$ cat config.mk
export PLATFORM = sky130hd
export DESIGN_NAME = sliding_window_average
export DESIGN_NICKNAME = d
export VERILOG_FILES = /design/src/rtl/swa_pkg.sv /design/src/rtl/swa_ram.sv /design/src/rtl/swa_div.sv /design/src/rtl/sliding_window_average.sv
export VERILOG_INCLUDE_DIRS = /design/src /design/src/rtl
export SDC_FILE = /design/constraint.sdc
export NUM_CORES = 1
export LEC_CHECK = 0
export BUFFER_PORTS_ARGS = -buffer_cell sky130_fd_sc_hd__buf_4
export CORE_MARGIN = 3
export CORE_UTILIZATION = 58
export CTS_CLUSTER_SIZE = 24
export DETAILED_ROUTE_END_ITERATION = 8
export MAX_ROUTING_LAYER = met4
export PLACE_DENSITY = 0.74
export REMOVE_ABC_BUFFERS = 1
export SYNTH_ARGS = -nofsm -noshare
export SYNTH_HDL_FRONTEND = slang
export SYNTH_HIERARCHICAL = 1
export SYNTH_SLANG_ARGS = --single-unit
$ cat constraint.sdc
create_clock -name clk -period 6.5 [get_ports clk]
set_input_delay 0.65 -clock clk [delete_from_list [all_inputs] [get_ports clk]]
set_output_delay 0.65 -clock clk [all_outputs]
set_load 0.02 [all_outputs]
$ cat src/rtl/assert_macros.svh
// Assertion macros for the RTL of the sliding window average.
// Expects signals named clk and rst in the including scope.
`ifndef ASSERT_MACROS_SVH
`define ASSERT_MACROS_SVH
`ifndef SYNTHESIS
`define ASSERT_AT(label, prop) \
  label: assert property (@(posedge clk) disable iff (rst) prop) \
    else $error("assertion failed");
`define ASSERT_NEVER(label, expr) \
  label: assert property (@(posedge clk) disable iff (rst) !(expr)) \
    else $error("forbidden condition seen");
`else
`define ASSERT_AT(label, prop)
`define ASSERT_NEVER(label, expr)
`endif
`endif

$ cat src/rtl/swa_pkg.sv
// Shared types and constants of the sliding window average.
// No dependencies.
package swa_pkg;

  localparam int REG_BITS = 7;

  typedef enum logic [2:0] {
    ST_IDLE,
    ST_READ,
    ST_ACC,
    ST_LOAD,
    ST_DIV,
    ST_OUT
  } swa_state_t;

  typedef struct packed {
    logic busy;
    logic done;
  } swa_div_stat_t;

endpackage

$ cat src/rtl/swa_ram.sv
// Generic single-write, single-read RAM with registered read data.
// No dependencies.
module swa_ram #(
  parameter int WIDTH = 16,
  parameter int DEPTH = 64
) (
  input  logic                                    clk,
  input  logic                                    we,
  input  logic [(DEPTH > 1 ? $clog2(DEPTH) : 1)-1:0] waddr,
  input  logic [WIDTH-1:0]                        wdata,
  input  logic [(DEPTH > 1 ? $clog2(DEPTH) : 1)-1:0] raddr,
  output logic [WIDTH-1:0]                        rdata
);

  logic [WIDTH-1:0] mem [DEPTH];

  always_ff @(posedge clk) begin
    if (we) begin
      mem[waddr] <= wdata;
    end
    rdata <= mem[raddr];
  end

endmodule

$ cat src/rtl/swa_div.sv
// Bit-serial restoring divider: (|sum| << FRAC_BITS) / divisor, one quotient bit per cycle.
// Depends on swa_pkg for the status struct.
module swa_div #(
  parameter int SUM_W     = 22,
  parameter int FRAC_BITS = 8,
  parameter int KW        = 7
) (
  input  logic                          clk,
  input  logic                          rst,
  input  logic                          start,
  input  logic signed [SUM_W-1:0]       sum,
  input  logic [KW-1:0]                 divisor,
  output logic [SUM_W+FRAC_BITS-1:0]    quot,
  output logic                          neg,
  output swa_pkg::swa_div_stat_t        stat
);

  localparam int DIV_W = SUM_W + FRAC_BITS;
  localparam int CW    = $clog2(DIV_W + 1);

  logic [DIV_W-1:0] dvd;
  logic [KW-1:0]    rem;
  logic [CW-1:0]    cnt;
  logic             busy;
  logic             done;
  logic [SUM_W-1:0] mag;
  logic [KW:0]      trial;
  logic [KW:0]      diff;
  logic             ge;

  assign mag   = sum[SUM_W-1] ? SUM_W'(-sum) : SUM_W'(sum);
  assign trial = {rem, dvd[DIV_W-1]};
  assign diff  = trial - {1'b0, divisor};
  assign ge    = trial >= {1'b0, divisor};

  always_ff @(posedge clk) begin
    if (rst) begin
      busy <= 1'b0;
      done <= 1'b0;
      cnt  <= '0;
    end else begin
      done <= 1'b0;
      if (start) begin
        busy <= 1'b1;
        cnt  <= CW'(DIV_W);
      end else if (busy) begin
        cnt <= cnt - 1'b1;
        if (cnt == CW'(1)) begin
          busy <= 1'b0;
          done <= 1'b1;
        end
      end
    end
  end

  always_ff @(posedge clk) begin
    if (start) begin
      dvd <= DIV_W'(mag) << FRAC_BITS;
      rem <= '0;
      neg <= sum[SUM_W-1];
    end else if (busy) begin
      dvd <= {dvd[DIV_W-2:0], ge};
      rem <= ge ? diff[KW-1:0] : trial[KW-1:0];
    end
  end

  assign quot = dvd;
  assign stat = {busy, done};

endmodule

$ cat src/rtl/sliding_window_average.sv
// Sliding window (boxcar) average over a stream of signed samples.
// Uses swa_pkg, swa_ram, swa_div and assert_macros.svh.
//
// Input beats carry one sample in s_axis_tdata and a start flag in s_axis_tuser;
// a set start flag opens a new sequence. The last K samples sit in a ring RAM
// next to their running sum. From the K-th sample of a sequence on, each beat
// yields one output beat: (sum * 2^FRAC_BITS) / K, truncated toward zero.
// Earlier samples of a sequence yield no output beat.
// K is written through cfg_we/cfg_wdata; the user must write it only while
// the block is idle, as the block itself does not enforce this. 0 acts as 1,
// values above MAX_WINDOW act as MAX_WINDOW. A write restarts the fill.
// A beat runs READ, ACC, LOAD, then DIV (one quotient bit per cycle) and OUT,
// which fills the output register; a beat that yields no result ends after ACC.
// s_axis_tready is high only between beats. The output register holds a
// result while m_axis_tready is low; a new input beat may be accepted then,
// and its result waits until the register is free.
// Reset (rst, synchronous) sets K to 1 and empties the window.
module sliding_window_average #(
  parameter int MAX_WINDOW  = 64,
  parameter int SAMPLE_BITS = 16,
  parameter int FRAC_BITS   = 8
) (
  input  logic                                        clk,
  input  logic                                        rst,
  input  logic                                        cfg_we,
  input  logic [swa_pkg::REG_BITS-1:0]                cfg_wdata,
  input  logic                                        s_axis_tvalid,
  output logic                                        s_axis_tready,
  // [SAMPLE_BITS-1:0] sample
  input  logic [((SAMPLE_BITS+7)/8)*8-1:0]            s_axis_tdata,
  // [0] start_req
  input  logic [0:0]                                  s_axis_tuser,
  output logic                                        m_axis_tvalid,
  input  logic                                        m_axis_tready,
  // [SAMPLE_BITS+FRAC_BITS-1:0] average
  output logic [((SAMPLE_BITS+FRAC_BITS+7)/8)*8-1:0]  m_axis_tdata
);

  localparam int OUT_W  = SAMPLE_BITS + FRAC_BITS;
  localparam int OUT_TW = ((OUT_W + 7) / 8) * 8;
  localparam int AW     = (MAX_WINDOW > 1) ? $clog2(MAX_WINDOW) : 1;
  localparam int KW     = $clog2(MAX_WINDOW + 1);
  localparam int PW     = KW + 1;
  localparam int SUM_W  = SAMPLE_BITS + $clog2(MAX_WINDOW);
  localparam int DIV_W  = SUM_W + FRAC_BITS;

  swa_pkg::swa_state_t    state;
  swa_pkg::swa_state_t    state_next;
  swa_pkg::swa_div_stat_t div_stat;

  logic [swa_pkg::REG_BITS-1:0] window_size;
  logic [AW-1:0]                write_slot;
  logic [KW-1:0]                fill_count;
  logic signed [SUM_W-1:0]      running_sum;
  logic signed [SAMPLE_BITS-1:0] sample_q;
  logic                         out_valid;
  logic [OUT_W-1:0]             out_data;

  logic [KW-1:0]                k_eff;
  logic [PW-1:0]                oldest_w;
  logic [AW-1:0]                oldest;
  logic [SAMPLE_BITS-1:0]       ram_rdata;
  logic signed [SAMPLE_BITS-1:0] old_sample;
  logic signed [SUM_W-1:0]      sum_next;
  logic [KW-1:0]                fill_next;
  logic [AW-1:0]                slot_next;
  logic                         fill_full;
  logic                         accept;
  logic                         ram_we;
  logic                         div_start;
  logic                         out_load;
  logic [DIV_W-1:0]             quot;
  logic [DIV_W-1:0]             quot_signed;
  logic                         quot_neg;

  always_comb begin
    priority if (window_size == '0) begin
      k_eff = KW'(1);
    end else if (int'(window_size) > MAX_WINDOW) begin
      k_eff = KW'(MAX_WINDOW);
    end else begin
      k_eff = KW'(window_size);
    end
  end

  assign oldest_w = (PW'(write_slot) >= PW'(k_eff))
                    ? PW'(write_slot) - PW'(k_eff)
                    : PW'(write_slot) + PW'(MAX_WINDOW) - PW'(k_eff);
  assign oldest   = AW'(oldest_w);

  assign old_sample = ram_rdata;
  assign fill_full  = fill_count >= k_eff;
  assign sum_next   = running_sum + SUM_W'(sample_q)
                      - (fill_full ? SUM_W'(old_sample) : SUM_W'(0));
  assign fill_next  = fill_full ? fill_count : fill_count + 1'b1;
  assign slot_next  = (write_slot == AW'(MAX_WINDOW - 1)) ? '0 : write_slot + 1'b1;
  assign accept     = s_axis_tvalid && s_axis_tready;

  swa_ram #(
    .WIDTH (SAMPLE_BITS),
    .DEPTH (MAX_WINDOW)
  ) u_ram (
    .clk   (clk),
    .we    (ram_we),
    .waddr (write_slot),
    .wdata (sample_q),
    .raddr (oldest),
    .rdata (ram_rdata)
  );

  swa_div #(
    .SUM_W     (SUM_W),
    .FRAC_BITS (FRAC_BITS),
    .KW        (KW)
  ) u_div (
    .clk     (clk),
    .rst     (rst),
    .start   (div_start),
    .sum     (running_sum),
    .divisor (k_eff),
    .quot    (quot),
    .neg     (quot_neg),
    .stat    (div_stat)
  );

  assign quot_signed = quot_neg ? -quot : quot;

  always_comb begin
    state_next = state;
    unique case (state)
      swa_pkg::ST_IDLE: begin
        if (accept) begin
          state_next = swa_pkg::ST_READ;
        end
      end
      swa_pkg::ST_READ: state_next = swa_pkg::ST_ACC;
      swa_pkg::ST_ACC: begin
        state_next = (fill_next >= k_eff) ? swa_pkg::ST_LOAD : swa_pkg::ST_IDLE;
      end
      swa_pkg::ST_LOAD: state_next = swa_pkg::ST_DIV;
      swa_pkg::ST_DIV: begin
        if (div_stat.done) begin
          state_next = swa_pkg::ST_OUT;
        end
      end
      swa_pkg::ST_OUT: begin
        if (!out_valid || m_axis_tready) begin
          state_next = swa_pkg::ST_IDLE;
        end
      end
      default: state_next = swa_pkg::ST_IDLE;
    endcase
  end

  always_comb begin
    s_axis_tready = (state == swa_pkg::ST_IDLE);
    ram_we        = (state == swa_pkg::ST_ACC);
    div_start     = (state == swa_pkg::ST_LOAD);
    out_load      = (state == swa_pkg::ST_OUT) && (!out_valid || m_axis_tready);
  end

  always_ff @(posedge clk) begin
    if (rst) begin
      state       <= swa_pkg::ST_IDLE;
      window_size <= swa_pkg::REG_BITS'(1);
      write_slot  <= '0;
      fill_count  <= '0;
      running_sum <= '0;
      out_valid   <= 1'b0;
    end else begin
      state <= state_next;
      if (accept && s_axis_tuser[0]) begin
        write_slot  <= '0;
        fill_count  <= '0;
        running_sum <= '0;
      end
      if (ram_we) begin
        write_slot  <= slot_next;
        fill_count  <= fill_next;
        running_sum <= sum_next;
      end
      if (cfg_we) begin
        window_size <= cfg_wdata;
        fill_count  <= '0;
        running_sum <= '0;
      end
      if (out_load) begin
        out_valid <= 1'b1;
      end else if (m_axis_tready) begin
        out_valid <= 1'b0;
      end
    end
  end

  always_ff @(posedge clk) begin
    if (accept) begin
      sample_q <= s_axis_tdata[SAMPLE_BITS-1:0];
    end
    if (out_load) begin
      out_data <= quot_signed[OUT_W-1:0];
    end
  end

  assign m_axis_tvalid = out_valid;
  assign m_axis_tdata  = OUT_TW'(out_data);

`include "assert_macros.svh"

  `ASSERT_AT(a_fill_bounded, (state == swa_pkg::ST_IDLE) |-> (fill_count <= k_eff))
  `ASSERT_NEVER(a_div_outside_div, div_stat.busy && (state != swa_pkg::ST_DIV))
  `ASSERT_AT(a_busy_after_accept, accept |=> !s_axis_tready)

endmodule
==> impl_metrics.ini <==
[critical_path]
crit_path_cell_trace = nor3_1, a21oi_1, nor2_1, ha_1, nand2b_1, a2111oi_2, o31ai_2, buf_4, and3_1, fa_1, inv_1, fa_1, a211oi_1, o211a_1, or3_1, a31oi_1, or3_1, a32o_1
critPathKind = reg -> reg
start_kind = flip-flop
endpoint_kind = flip-flop
critPathSlowestCell = fa_1
critPathRequiredTime_ns = 7.03
r2r_setup_slack_ns = 1.41
slowest_delay_ns = 0.49
reg2regPathDepth = 18
r2r_start = window_size[1]
critical_path_arrival_ns = 5.62
cp_top_family = compound AO/OA/AOI/OAI gates
r2r-end = running_sum[18]
critical_path_buf_inv_count = 2
path_max_fanout = 21

[hold_path]
min_from = s_axis_tdata[14]
hold_end = sample_q[14]
whs_path_depth = 1
hold_path.class = in -> reg

[power_and_ir_drop]
p_leak_nw = 18.2
cellPowerDensity_nw_per_um2 = 332
fin_total_pwr_w = 0.0180
ir_drop_mv = 0.213

[cells_and_area]
fillers = 5399
drive_above_1_share_pct = 20.8
fin_nets = 2999
synthToLayoutAreaGrowth_pct = 11.1
final_util_pct = 65.5
stdcell_area_um2 = 54100

[floorplanning]
die_x_um = 296
coreArea_um2 = 82600
io_pins = 55
die_y_um = 296
floorplan.die_area_um2 = 87600
start_util_pct = 59.0
fp-row-count = 105

[logic_synthesis]
synth.avg_cell_area_um2 = 17.6
netlist_area_um2 = 48700
yosys_warnings = 6
syn-instance-count = 2773

[clock_network]
clk_pin_slew_ns = 0.06
post_cts_resized = 0
clk_path_buf_depth = 3
cts_tree = built
cts.sinks = 1171
clkLatencyLatePin_ns = 0.68
htree_levels = 3
holdBufCountCts = 0
cts_root_buf = clkbuf_16
cts_setup_buffers = 0
cts_buffers = 115

[timing]
fmax_mhz = 196
hold_viol_final = 0
slew_headroom_pct = 15.6
fin_worst_skew_ns = 0.0391
final-setup-viol-count = 0
worst_slack_ns = 1.41
finalMaxSlewViolations = 0
period_minus_slack_ns = 5.09
rsz0062_at_grt = no
worstMarginPinSlew_ns = 1.26
finalCritPeriodShare_pct = 78.3

[drt]
drcViolationCount = 0
avgViaCountPerCell = 6.48
num_vias = 26300
wl_mm = 113
drtPass1Iterations = 6
wl_per_cell_um = 27.9
first_iter_violations = 2896
postRouteAntennaNets = 0

[global_routing]
overflow = 0
grt_max_degree = 120
grt_pass1_wl_mm = 170
track_usage_pct = 27.3
antenna_found_initial = 2
first_global_vias = 26600

[flow_run]
cap_viol_max_count = 0

[place]
dp.final_hpwl_mm = 68.5
portBuffers = 54
place_congestion = 0.911
dpl_cell_area_um2 = 50500
place_ws_ns = 1.46

[status]
status = complete, no violations
-- area by class of cell --
type | instances | area, µm² | area share, %
Timing Repair Buffer | 141 | 1110 | 2.05
Inverter | 117 | 452 | 0.834
Antenna cell | 2 | 5.00 | 0.00924
Clock inverter | 63 | 607 | 1.12
Clock buffer | 150 | 3070 | 5.67
Sequential cell | 1171 | 34300 | 63.4
Tap cell | 1070 | 1340 | 2.47
Multi-Input combinational cell | 1347 | 13200 | 24.5
-- metrics by stage --
stage	TNS, ns	cells	hold slack, ns
after floorplan	-132.74	2635	0.435
after global placement	0	3846	0.451
after detailed placement	0	3846	0.465
after CTS	0	4059	0.122
after global routing	0	4060	0.126
final	0	4061	0.149
-- flip-flops by register name, summed over array words and instances (netlist names) --
signal,flops
u_ram/mem,1024
u_div/quot,30
m_axis_tdata,24
running_sum,22
sample_q,16
u_ram/rdata,16
fill_count,7
u_div/rem,7
window_size,7
write_slot,6
u_div/cnt,5
state,3
m_axis_tvalid,1
u_div/busy,1
u_div/done,1
u_div/neg,1
-- metal layers --
layer,global-route usage (%),up-vias,share of wire [%]
met5,-,-,0
met4,11.1,0,4.5
met2,41.3,1333,47
li1,-,11300,-
met3,5.19,285,9.2
met1,37.1,13400,39
-- worst reg2reg max path, cell delays in order (launching register included) --
cell       delay (ns)
dfxtp_1          0.33
nor3_1           0.21
a21oi_1          0.09
nor2_1           0.30
ha_1             0.30
nand2b_1         0.16
a2111oi_2        0.44
o31ai_2          0.11
buf_4            0.22
and3_1           0.25
fa_1             0.49
inv_1            0.07
fa_1             0.48
a211oi_1         0.43
o211a_1          0.27
or3_1            0.15
a31oi_1          0.09
or3_1            0.32
a32o_1           0.25
-- power by group --
part           switching [W]  total, W  internal (W)
Sequential         0.0000918   0.00849       0.00840
Combinational        0.00184   0.00303       0.00119
Clock                0.00274   0.00643       0.00369
Total                0.00467    0.0180        0.0133
-- cells in the final DEF, fill, tap and decap left out, types with 27 or more instances in the layout --
cell type / n
edfxtp_1: 1087
mux4_2: 220
buf_4: 137
nand2_1: 125
nor2_1: 117
clkbuf_16: 116
inv_1: 115
mux2i_1: 103
dfxtp_1: 84
a21oi_1: 58
ha_1: 54
xnor2_1: 52
o21ai_0: 48
a22oi_1: 45
nand3_1: 39
nor2b_1: 35
nor2_2: 33
clkbuf_1: 30
a22o_1: 28
mux2_2: 27
-- how the worst max path moves through the flow --
stage                    from         endpoint  slack (ns)  cells past startpoint
3_3_place_gp   window_size[1]  running_sum[20]        1.58                     18
2_1_floorplan  window_size[1]   u_ram/rdata[6]       -8.86                     11
6_report       window_size[1]  running_sum[18]        1.41                     18
3_5_place_dp   window_size[1]  running_sum[20]        1.46                     18
5_1_grt        window_size[1]  running_sum[18]        1.14                     18
4_1_cts        window_size[1]  running_sum[18]        1.42                     18
Note: power is estimated with default switching activity, not from simulation.
